`config.mk`:
```
export PLATFORM = sky130hd
export DESIGN_NAME = protocol_marker_scanner
export DESIGN_NICKNAME = d
export VERILOG_FILES = /design/src/sv/pms_pkg.sv /design/src/sv/protocol_marker_scanner.sv
export SDC_FILE = /design/constraint.sdc
export NUM_CORES = 1
export LEC_CHECK = 0
export BUFFER_PORTS_ARGS = -buffer_cell sky130_fd_sc_hd__buf_2
export CAP_MARGIN = 20
export CORE_MARGIN = 1.5
export CORE_UTILIZATION = 54
export DETAILED_ROUTE_END_ITERATION = 16
export PLACE_DENSITY = 0.77
export SYNTH_ARGS = -nofsm -noshare
export SYNTH_HDL_FRONTEND = slang
export SYNTH_SLANG_ARGS = --single-unit
export TNS_END_PERCENT = 1
```
`constraint.sdc`:
```
create_clock -name clock -period 5.7 [get_ports clock]
set_input_delay 0.57 -clock clock [delete_from_list [all_inputs] [get_ports clock]]
set_output_delay 0.57 -clock clock [all_outputs]
set_load 0.03 [all_outputs]
```
`src/sv/pms_pkg.sv`:
```
// Package for the protocol marker scanner: mode codes, marker texts and helpers.
package pms_pkg;

   localparam int HIST_DEPTH  = 14;
   localparam int NUM_PFX     = 7;
   localparam int CSR_ADDR_W  = 3;
   localparam int CSR_DATA_W  = 32;
   localparam int MIN_LENGTH  = 8;

   typedef enum logic [2:0] {
      MODE_NONE = 3'd0,
      MODE_FTP  = 3'd1,
      MODE_SMTP = 3'd2,
      MODE_RTSP = 3'd3,
      MODE_WEB  = 3'd4
   } mode_type;

   typedef enum logic {
      REG_MODE  = 1'b0,
      REG_SPARE = 1'b1
   } reg_index_type;

   localparam logic [7:0] CHAR_LF    = 8'h0A;
   localparam logic [7:0] CHAR_CR    = 8'h0D;
   localparam logic [7:0] CHAR_QUOTE = 8'h22;
   localparam logic [7:0] CHAR_BSL   = 8'h5C;

   // Substring markers; the final character sits in the low byte.
   localparam logic [8*15-1:0] PAT_CONTENT = "Content-Length:";
   localparam logic [8*9-1:0]  PAT_RCPT    = "RCPT TO:<";
   localparam logic [8*8-1:0]  PAT_SESSION = "Session:";
   localparam logic [8*5-1:0]  PAT_AUTH    = "AUTH ";

   // Line prefixes, padded to eight columns. First three complete a marker directly.
   localparam logic [7:0] PFX_TEXT [NUM_PFX][8] = '{
      '{"R", "N", "T", "O", " ", 8'h00, 8'h00, 8'h00},
      '{"M", "L", "S", "D", " ", 8'h00, 8'h00, 8'h00},
      '{"M", "L", "S", "T", " ", 8'h00, 8'h00, 8'h00},
      '{"R", "N", "F", "R", " ", 8'h00, 8'h00, 8'h00},
      '{"M", "K", "D", " ", 8'h00, 8'h00, 8'h00, 8'h00},
      '{"X", "M", "K", "D", " ", 8'h00, 8'h00, 8'h00},
      '{"C", "W", "D", " ", 8'h00, 8'h00, 8'h00, 8'h00}
   };
   localparam logic [2:0] PFX_LEN [NUM_PFX] = '{3'd5, 3'd5, 3'd5, 3'd5, 3'd4, 3'd5, 3'd4};
   localparam logic [NUM_PFX-1:0] DIRECT_PFX = 7'b000_0111;

   function automatic logic [7:0] to_upper(input logic [7:0] c);
      logic [7:0] r;
      r = c;
      if (c >= "a" && c <= "z") begin
         r = c - 8'd32;
      end
      return r;
   endfunction

endpackage

```
`src/sv/protocol_marker_scanner.sv`:
```
// Top level of the protocol marker scanner: byte scan, marker compare and result register.
//
// Takes one buffer word per cycle and gives one marker_found word on each
// final byte, in the cycle after that byte is accepted. All compares run
// over a fourteen-byte history register and the current byte in the accept
// cycle, so the sustained rate is one byte per clock. The input stalls only
// when a final byte arrives while the previous result is still held by a
// stalled output. protocol_mode lives at byte address 0 of the register port.
module protocol_marker_scanner (
   input  logic                          clock,
   input  logic                          reset,
   input  logic                          req_valid,
   output logic                          req_stall,
   input  logic [7:0]                    req_data_byte,
   input  logic                          req_last_byte,
   output logic                          rsp_valid,
   input  logic                          rsp_stall,
   output logic                          rsp_marker_found,
   input  logic                          csr_psel,
   input  logic                          csr_penable,
   input  logic                          csr_pwrite,
   input  logic [pms_pkg::CSR_ADDR_W-1:0] csr_paddr,
   input  logic [pms_pkg::CSR_DATA_W-1:0] csr_pwdata,
   output logic [pms_pkg::CSR_DATA_W-1:0] csr_prdata,
   output logic                          csr_pready
);
   import pms_pkg::*;

   mode_type                    mode_ff, mode_in;
   logic [8*HIST_DEPTH-1:0]     hist_ff, hist_in;
   logic [2:0]                  col_ff, col_in;
   logic [NUM_PFX-1:0]          alive_ff, alive_in;
   logic                        armed_ff, armed_in;
   logic                        seen_ff, seen_in;
   logic [3:0]                  count_ff, count_in;
   logic                        rsp_valid_ff, rsp_valid_in;
   logic                        found_ff, found_in;

   logic                        accept;
   logic                        csr_write;
   reg_index_type               csr_index;
   logic [8*(HIST_DEPTH+1)-1:0] window;
   logic [7:0]                  up;
   logic                        direct_done, arm_done, quote_hit, auth_done, hit;

   assign csr_pready = 1'b1;
   assign csr_index  = reg_index_type'(csr_paddr[2]);
   assign csr_write  = csr_psel && csr_penable && csr_pwrite && csr_pready;
   assign csr_prdata = (csr_index == REG_MODE) ? {{(CSR_DATA_W-3){1'b0}}, mode_ff}
                                               : '0;

   assign req_stall        = rsp_valid_ff && rsp_stall && req_last_byte;
   assign accept           = req_valid && !req_stall;
   assign rsp_valid        = rsp_valid_ff;
   assign rsp_marker_found = found_ff;

   assign window = {hist_ff, req_data_byte};
   assign up     = to_upper(req_data_byte);

   always_comb begin
      mode_in = mode_ff;
      if (csr_write && csr_index == REG_MODE) begin
         mode_in = mode_type'(csr_pwdata[2:0]);
      end
   end

   // FTP line prefixes
   always_comb begin
      alive_in    = alive_ff;
      direct_done = 1'b0;
      arm_done    = 1'b0;
      for (int p = 0; p < NUM_PFX; p++) begin
         if (alive_ff[p] && col_ff < PFX_LEN[p]) begin
            if (up != PFX_TEXT[p][col_ff]) begin
               alive_in[p] = 1'b0;
            end else if (col_ff == PFX_LEN[p] - 3'd1) begin
               if (DIRECT_PFX[p]) begin
                  direct_done = 1'b1;
               end else begin
                  arm_done = 1'b1;
               end
            end
         end
      end
      if (req_data_byte == CHAR_LF) begin
         alive_in = '1;
      end
   end

   always_comb begin
      quote_hit = armed_ff && (req_data_byte == CHAR_QUOTE || req_data_byte == CHAR_BSL);
      armed_in  = armed_ff;
      if (req_data_byte == CHAR_CR || req_data_byte == CHAR_LF) begin
         armed_in = 1'b0;
      end
      if (arm_done) begin
         armed_in = 1'b1;
      end
   end

   always_comb begin
      auth_done = (col_ff == 3'd4);
      for (int k = 0; k < 5; k++) begin
         if (to_upper(window[8*k +: 8]) != PAT_AUTH[8*k +: 8]) begin
            auth_done = 1'b0;
         end
      end
   end

   always_comb begin
      case (mode_ff)
         MODE_FTP:  hit = direct_done || quote_hit;
         MODE_SMTP: hit = auth_done || (window[8*9-1:0] == PAT_RCPT);
         MODE_RTSP: hit = (window[8*8-1:0] == PAT_SESSION);
         MODE_WEB:  hit = (window[8*15-1:0] == PAT_CONTENT);
         default:   hit = 1'b0;
      endcase
   end

   always_comb begin
      count_in = (count_ff == 4'd15) ? count_ff : count_ff + 4'd1;
      seen_in  = seen_ff || hit;
      if (req_data_byte == CHAR_LF) begin
         col_in = '0;
      end else if (col_ff < 3'd7) begin
         col_in = col_ff + 3'd1;
      end else begin
         col_in = col_ff;
      end
      hist_in  = {hist_ff[8*(HIST_DEPTH-1)-1:0], req_data_byte};
      found_in = seen_in && (count_in >= 4'(MIN_LENGTH));
   end

   always_comb begin
      rsp_valid_in = rsp_valid_ff;
      if (rsp_valid_ff && !rsp_stall) begin
         rsp_valid_in = 1'b0;
      end
      if (accept && req_last_byte) begin
         rsp_valid_in = 1'b1;
      end
   end

   always_ff @(posedge clock) begin
      if (reset) begin
         mode_ff      <= MODE_NONE;
         hist_ff      <= '0;
         col_ff       <= '0;
         alive_ff     <= '1;
         armed_ff     <= 1'b0;
         seen_ff      <= 1'b0;
         count_ff     <= '0;
         rsp_valid_ff <= 1'b0;
      end else begin
         mode_ff      <= mode_in;
         rsp_valid_ff <= rsp_valid_in;
         if (accept) begin
            if (req_last_byte) begin
               hist_ff  <= '0;
               col_ff   <= '0;
               alive_ff <= '1;
               armed_ff <= 1'b0;
               seen_ff  <= 1'b0;
               count_ff <= '0;
            end else begin
               hist_ff  <= hist_in;
               col_ff   <= col_in;
               alive_ff <= alive_in;
               armed_ff <= armed_in;
               seen_ff  <= seen_in;
               count_ff <= count_in;
            end
         end
      end
   end

   always_ff @(posedge clock) begin
      if (accept && req_last_byte) begin
         found_ff <= found_in;
      end
   end

endmodule

```
==> results of run 1 <==
-- worst max-delay path: cells and delay by family (launching register included) --
family | cells | cell delay [ns]
AO/OA/AOI/OAI | 5 | 1.38
flip-flops | 1 | 0.63
adder cells (fa/ha/maj) | 1 | 0.41
AND/OR/NAND/NOR | 1 | 0.30
buffers and inverters | 1 | 0.19
-- power by group --
group	switching, mW	internal (mW)
Sequential	0.0117	0.940
Combinational	0.142	0.0452
Clock	0.417	0.755
Total	0.571	1.74
-- cell usage in the layout (no fill, tap or decap), types with 5 or more instances in the layout --
cell type | netlist | final
a22oi_1 | 5 | 5
nor4bb_1 | 10 | 10
xor2_1 | 5 | 5
nor3_1 | 7 | 7
dfxtp_1 | 132 | 132
nand3b_1 | 6 | 6
clkbuf_16 | 0 | 17
inv_1 | 21 | 21
clkinv_2 | 0 | 5
a21oi_1 | 137 | 137
nor4_1 | 9 | 9
conb_1 | 2 | 30
nand3_1 | 123 | 123
nor3b_1 | 8 | 8
nor2b_1 | 10 | 10
nand2_1 | 138 | 137
buf_2 | 11 | 23
a31oi_1 | 8 | 8
buf_4 | 31 | 7
nor2_1 | 29 | 29
nor4b_1 | 11 | 11
nand2b_1 | 5 | 5
nand4b_1 | 13 | 13
ha_1 | 13 | 13
nand4_1 | 13 | 13
o21ai_0 | 23 | 23
xnor2_1 | 10 | 10
-- per-stage QoR --
step	cell area (um^2)	setup slack (ns)	utilization
floorplan	7120	3.18	-
global placement	6980	2.78	0.553
detailed placement	6980	2.73	0.553
CTS	7610	2.70	0.603
global route	7610	2.38	0.603
finish	7610	2.66	0.603
-- how the worst max path moves through the flow --
stage                          from       to  slack (ns)
after floorplan           col_ff[0]  seen_ff        3.18
after global placement    col_ff[1]  seen_ff        2.78
after detailed placement  col_ff[1]  seen_ff        2.73
after CTS                 col_ff[1]  seen_ff        2.70
after global routing      col_ff[1]  seen_ff        2.38
final                     col_ff[1]  seen_ff        2.66
-- logic make-up after synthesis --
kind of cell	synth area share
AND/OR/NAND/NOR	0.304
multiplexers	0.00571
AO/OA/AOI/OAI	0.179
adder cells (fa/ha/maj)	0.0232
XOR/XNOR	0.0187
flip-flops	0.381
buffers and inverters	0.0871
other	0.00107
-- routing by layer --
metal	part of all wire	vias to the layer above	global-route usage
li1	-	3156	-
met1	0.46	3115	0.370
met2	0.46	232	0.425
met3	0.058	35	0.0458
met4	0.023	0	0.0996
met5	0	-	0
-- registers in the layout, summed over array words and instances, names as in the netlist --
register	cells
hist_ff	112
col_ff	3
armed_ff	1
alive_ff	7
rsp_marker_found	1
mode_ff	3
seen_ff	1
rsp_valid	1
count_ff	4
-- final cells by class --
type | count | share of cell area
Sequential cell | 133 | 0.351
Clock buffer | 20 | 0.0600
Clock inverter | 12 | 0.0227
Multi-Input combinational cell | 684 | 0.505
Inverter | 22 | 0.0110
Tap cell | 172 | 0.0283
Timing Repair Buffer | 30 | 0.0220
==> run_results.csv, run 1 <==
group,metric,value,unit
status,status,"completed",
floorplan,fp.dieH,117,um
critical_path,r2r_end,"seen_ff",
route,drt_iter0_drc,636,
timing,relSlewSlack,0.331,
timing,slew_violations,0,
cells_and_area,syn_to_final_growth,8.53,%
placed_design,placed_cells,1041,
floorplan,io_pins,87,
clocking,cts_sinks,133,
worst_hold_path,hold_depth,3,
critical_path,crit_type,"flop to flop",
worst_hold_path,hp-start,"csr_pwdata[1]",
timing,hold_slack,0.377,ns
yosys,postSynth.asyncResetShare,0,
yosys,yosysWarnings,0,
placed_design,dp_hpwl,11.1,mm
worst_hold_path,hp-class,"input port to flop",
cells_and_area,diodes,0,
floorplan,initial_utilization,0.556,
cells_and_area,drive_gt1_frac,0.0810,
yosys,yosys.area.top_type,"dfxtp_1",
clocking,clockBufferDepth,2,
pwr,power,2.31,mW
critical_path,reg2reg_slack,2.66,ns
yosys,synth_area,7010,um^2
clocking,cts_resized,0,
cells_and_area,finalNetCount,952,
clocking,cts_setup_buffers,0,
yosys,netlist_top_cells_count,"nand2_1, a21oi_1, dfxtp_1, nand3_1, clkbuf_1",
yosys,synth_cell_types,66,
route,finalWirelength,17.8,mm
floorplan,core,12600,um^2
floorplan,die_w,117,um
route,dr.pass1.iters,5,
critical_path,cp.required,6.02,ns
critical_path,startpoint_type,"flop",
yosys,syn_avg_cell_area,7.65,um^2
route,drcViolationCount,0,
timing,fin_crit_sh,0.533,
cells_and_area,multi_input_area,3840,um^2
critical_path,arrival,3.36,ns
clocking,tritoncts,"done",
timing,timing.setup.tns,0,ns
grt,grt_max_degree,96,
worst_hold_path,holdPathEnd,"mode_ff[1]",
timing,hold_viol_final,0,
pwr,power.leakage,2.50,nW
timing,max_freq,0.329,GHz
route,ant_nets,0,
yosys,synth-main-ff-cell,"dfxtp_1",
grt,grt_usage,0.268,
cells_and_area,fillers,1162,
clocking,postCtsHoldBufs,0,
grt,grt_overflow_total,0,
pwr,cellPowerDensity,304,nW/um^2
yosys,synthTopCellsByArea,"dfxtp_1, a21oi_1, nand3_1",
critical_path,path_max_fanout,14,
timing,worst_pin_slew,1.00,ns
yosys,ys_seq_elements,133,
grt,grt_pass1_vias,5845,
placed_design,io_buffers,25,
floorplan,fp.dieArea,13700,um^2
placed_design,gp_congestion,0.947,
floorplan,num_rows,41,
critical_path,cp_cell_sequence,"inv_1, ha_1, nor3_1, a21oi_1, o311ai_0, o211ai_1, a211o_1, a2111oi_2",
clocking,clkLatencyLatePin,0.42,ns
critical_path,critical_path.max_stage_delay,0.63,ns
clocking,clk_pin_slew,0.06,ns
cells_and_area,fin_cells,1073,
route,wl_per_cell,16.6,um
timing,rsz0062_at_grt,"false",
critical_path,ff2ff_path_depth,8,
clocking,cts-buffers-inserted,17,
critical_path,endpoint_kind,"flop",
pwr,ir_worst_vdd,0.000215,V
flow_run,maxCapViolations,0,
route,vias,6538,
grt,grt_antenna_before_repair,0,
critical_path,crit_slowest_cell,"dfxtp_1",
yosys,synth_top_area_frac,0.377,
yosys,yosysMostFrequentCell,"nand2_1",
cells_and_area,regArea,2670,um^2
timing,fin_skew,0.0137,ns
timing,setup-violations-final,0,
clocking,h-tree-depth,4,
timing,fin_crit,3.04,ns
yosys,synth_seq_area_share,0.381,
yosys,synth_edf_count,1,
clocking,clockRootBuffer,"clkbuf_16",
grt,grt_pass1_wl,29.0,mm
yosys,synthCells,917,
route,avgViaCountPerCell,6.09,
critical_path,r2r-start,"col_ff[1]",
Power figures use the tool's default switching activity.
==> run 2, diff against run 1 <==
Clock period 5.7 ns to 2.8 ns, I/O delays scaled along.
==> run 2 against run 1 <==
Against the previous run: cell area grew 1.2%; total power increased by 92%; global-route usage increased by 0.45 points; combinational power is 120% higher; sequential power grew 100%; largest cell class unchanged; core utilization grew 0.69 points; critical path type unchanged; first-iteration DRC count increased by 2.4%; count of clock-buffer cells in the layout increased by 3; worst hold slack lost 0.28 ns.
==> run_results.csv, run 2 (same netlist as run 1, synthesis figures left out) <==
group,metric,value,unit
status,status,"completed",
floorplan,num_rows,41,
cells_and_area,largestRegisters,"hist_ff (112), alive_ff (7), count_ff (4)",
placed_design,dp_hpwl,11.7,mm
worst_hold_path,hp-class,"input port to flop",
placed_design,placed_cells,1058,
floorplan,fp.dieArea,13700,um^2
grt,grt_pass1_wl,29.1,mm
route,vias,6591,
cells_and_area,drive_gt1_frac,0.0949,
pwr,p_int,3.31,mW
timing,max_freq,0.395,GHz
clocking,cts_setup_buffers,0,
pwr,power.leakage,2.56,nW
clocking,tritoncts,"done",
critical_path,worstSetupEndpoint,"seen_ff",
pwr,comb_power_share,0.092,
timing,fin_skew,0.00796,ns
critical_path,r2r-start,"col_ff[1]",
pwr,power,4.43,mW
cells_and_area,finalNetCount,969,
cells_and_area,fin_cells,1089,
cells_and_area,final_cell_mix,"nand2_1, a21oi_1, dfxtp_1, nand3_1, conb_1",
critical_path,crit_start,"col_ff[1]",
clocking,clk_pin_slew,0.06,ns
flow_run,maxCapViolations,0,
route,drcViolationCount,0,
clocking,cts-buffers-inserted,17,
route,dr.pass1.iters,6,
clocking,postCtsHoldBufs,0,
cells_and_area,post-route-util,0.610,
pwr,p_sw,1.12,mW
floorplan,core,12600,um^2
floorplan,die_w,117,um
pwr,swShare,0.254,
clocking,cts_sinks,133,
critical_path,path_max_fanout,8,
critical_path,cp.required,3.11,ns
critical_path,arrival,2.85,ns
grt,grt_max_degree,116,
cells_and_area,syn_to_final_growth,9.78,%
timing,fin_crit,2.53,ns
timing,setup-violations-final,0,
critical_path,startpoint_type,"flop",
clocking,clockBufferDepth,2,
grt,grt_usage,0.273,
clocking,clkLatencyLatePin,0.42,ns
placed_design,io_buffers,25,
timing,relSlewSlack,0.527,
timing,worst_pin_slew,0.702,ns
cells_and_area,diodes,0,
clocking,cts_resized,0,
critical_path,reg2reg_slack,0.27,ns
route,avgViaCountPerCell,6.05,
pwr,power.share.sequential,0.437,
critical_path,endpoint_kind,"flop",
route,finalWirelength,17.9,mm
cells_and_area,final_area,7700,um^2
grt,grt_antenna_before_repair,0,
grt,grt_pass1_vias,5772,
floorplan,io_pins,87,
clocking,h-tree-depth,4,
critical_path,r2r_end,"seen_ff",
critical_path,crit_type,"flop to flop",
timing,slew_violations,0,
timing,fin_ws,0.265,ns
route,ant_nets,0,
timing,fin_crit_sh,0.905,
critical_path,ff2ff_path_depth,8,
grt,grt_overflow_total,0,
route,wl_per_cell,16.4,um
timing,hold_viol_final,0,
pwr,ir_worst_vdd,0.000454,V
timing,timing.setup.tns,0,ns
floorplan,initial_utilization,0.556,
placed_design,gp_congestion,0.916,
floorplan,fp.dieH,117,um
placed_design,pre_cts_slack,0.294,ns
pwr,p_clk_frac,0.471,
route,drt_iter0_drc,651,
pwr,cellPowerDensity,575,nW/um^2
placed_design,postPlaceCellArea,7150,um^2
cells_and_area,largest_register_ff_count,112,
clocking,clockRootBuffer,"clkbuf_16",
timing,hold_slack,0.102,ns
timing,rsz0062_at_grt,"false",
cells_and_area,regMostFlops,"hist_ff",
==> run 2: cell count changes in the layout (fill, tap and decap cells not counted), sizes merged <==
| cell | change |
|---|---|
| buf | +17 |
| bufinv | -3 |
| clkbuf | +3 |
| inv | -1 |
==> run 2: cell type report <==
| type | count | area (um^2) |
|---|---|---|
| fill | 1162 | 4920 |
| multi-input combinational | 684 | 3840 |
| sequential | 133 | 2670 |
| clock buffer | 23 | 478 |
| timing repair buffer | 47 | 333 |
| tap | 172 | 215 |
| inverter | 22 | 83.8 |
| clock inverter | 8 | 73.8 |
==> run 2: worst min-delay path by stage <==
stage | start | end | slack, ns | cells after the start
after floorplan | csr_pwdata[0] | mode_ff[0] | 0.42 | 2
after global placement | hist_ff[106] | hist_ff[106] | 0.43 | 2
after detailed placement | hist_ff[108] | hist_ff[108] | 0.45 | 2
after CTS | csr_pwdata[2] | mode_ff[2] | 0.09 | 3
after global routing | csr_pwdata[2] | mode_ff[2] | 0.09 | 3
final | csr_pwdata[2] | mode_ff[2] | 0.10 | 3
==> run 2: power by group through the flow <==
stage / combinational [mW] / clock, mW / sequential (mW)
2_1_floorplan: 0.341 / 0 / 1.97
3_3_place_gp: 0.397 / 0 / 1.97
3_5_place_dp: 0.401 / 0 / 1.97
4_1_cts: 0.402 / 2.11 / 1.93
5_1_grt: 0.444 / 2.19 / 1.94
6_report: 0.408 / 2.09 / 1.93
==> run 2: worst max-delay path, stage by stage, from the launching register on <==
cell	delay, ns
dfxtp_1	0.46
inv_1	0.09
ha_1	0.27
nor3_1	0.26
a21oi_1	0.06
o311ai_0	0.38
o211ai_1	0.19
a211o_1	0.36
a2111oi_2	0.35
==> run 2: routing by layer <==
| layer | vias up | track usage | share of wire |
|---|---|---|---|
| li1 | 3190 | - | - |
| met1 | 3119 | 0.372 | 0.44 |
| met2 | 253 | 0.425 | 0.46 |
| met3 | 29 | 0.0608 | 0.071 |
| met4 | 0 | 0.103 | 0.022 |
| met5 | - | 0 | 0 |
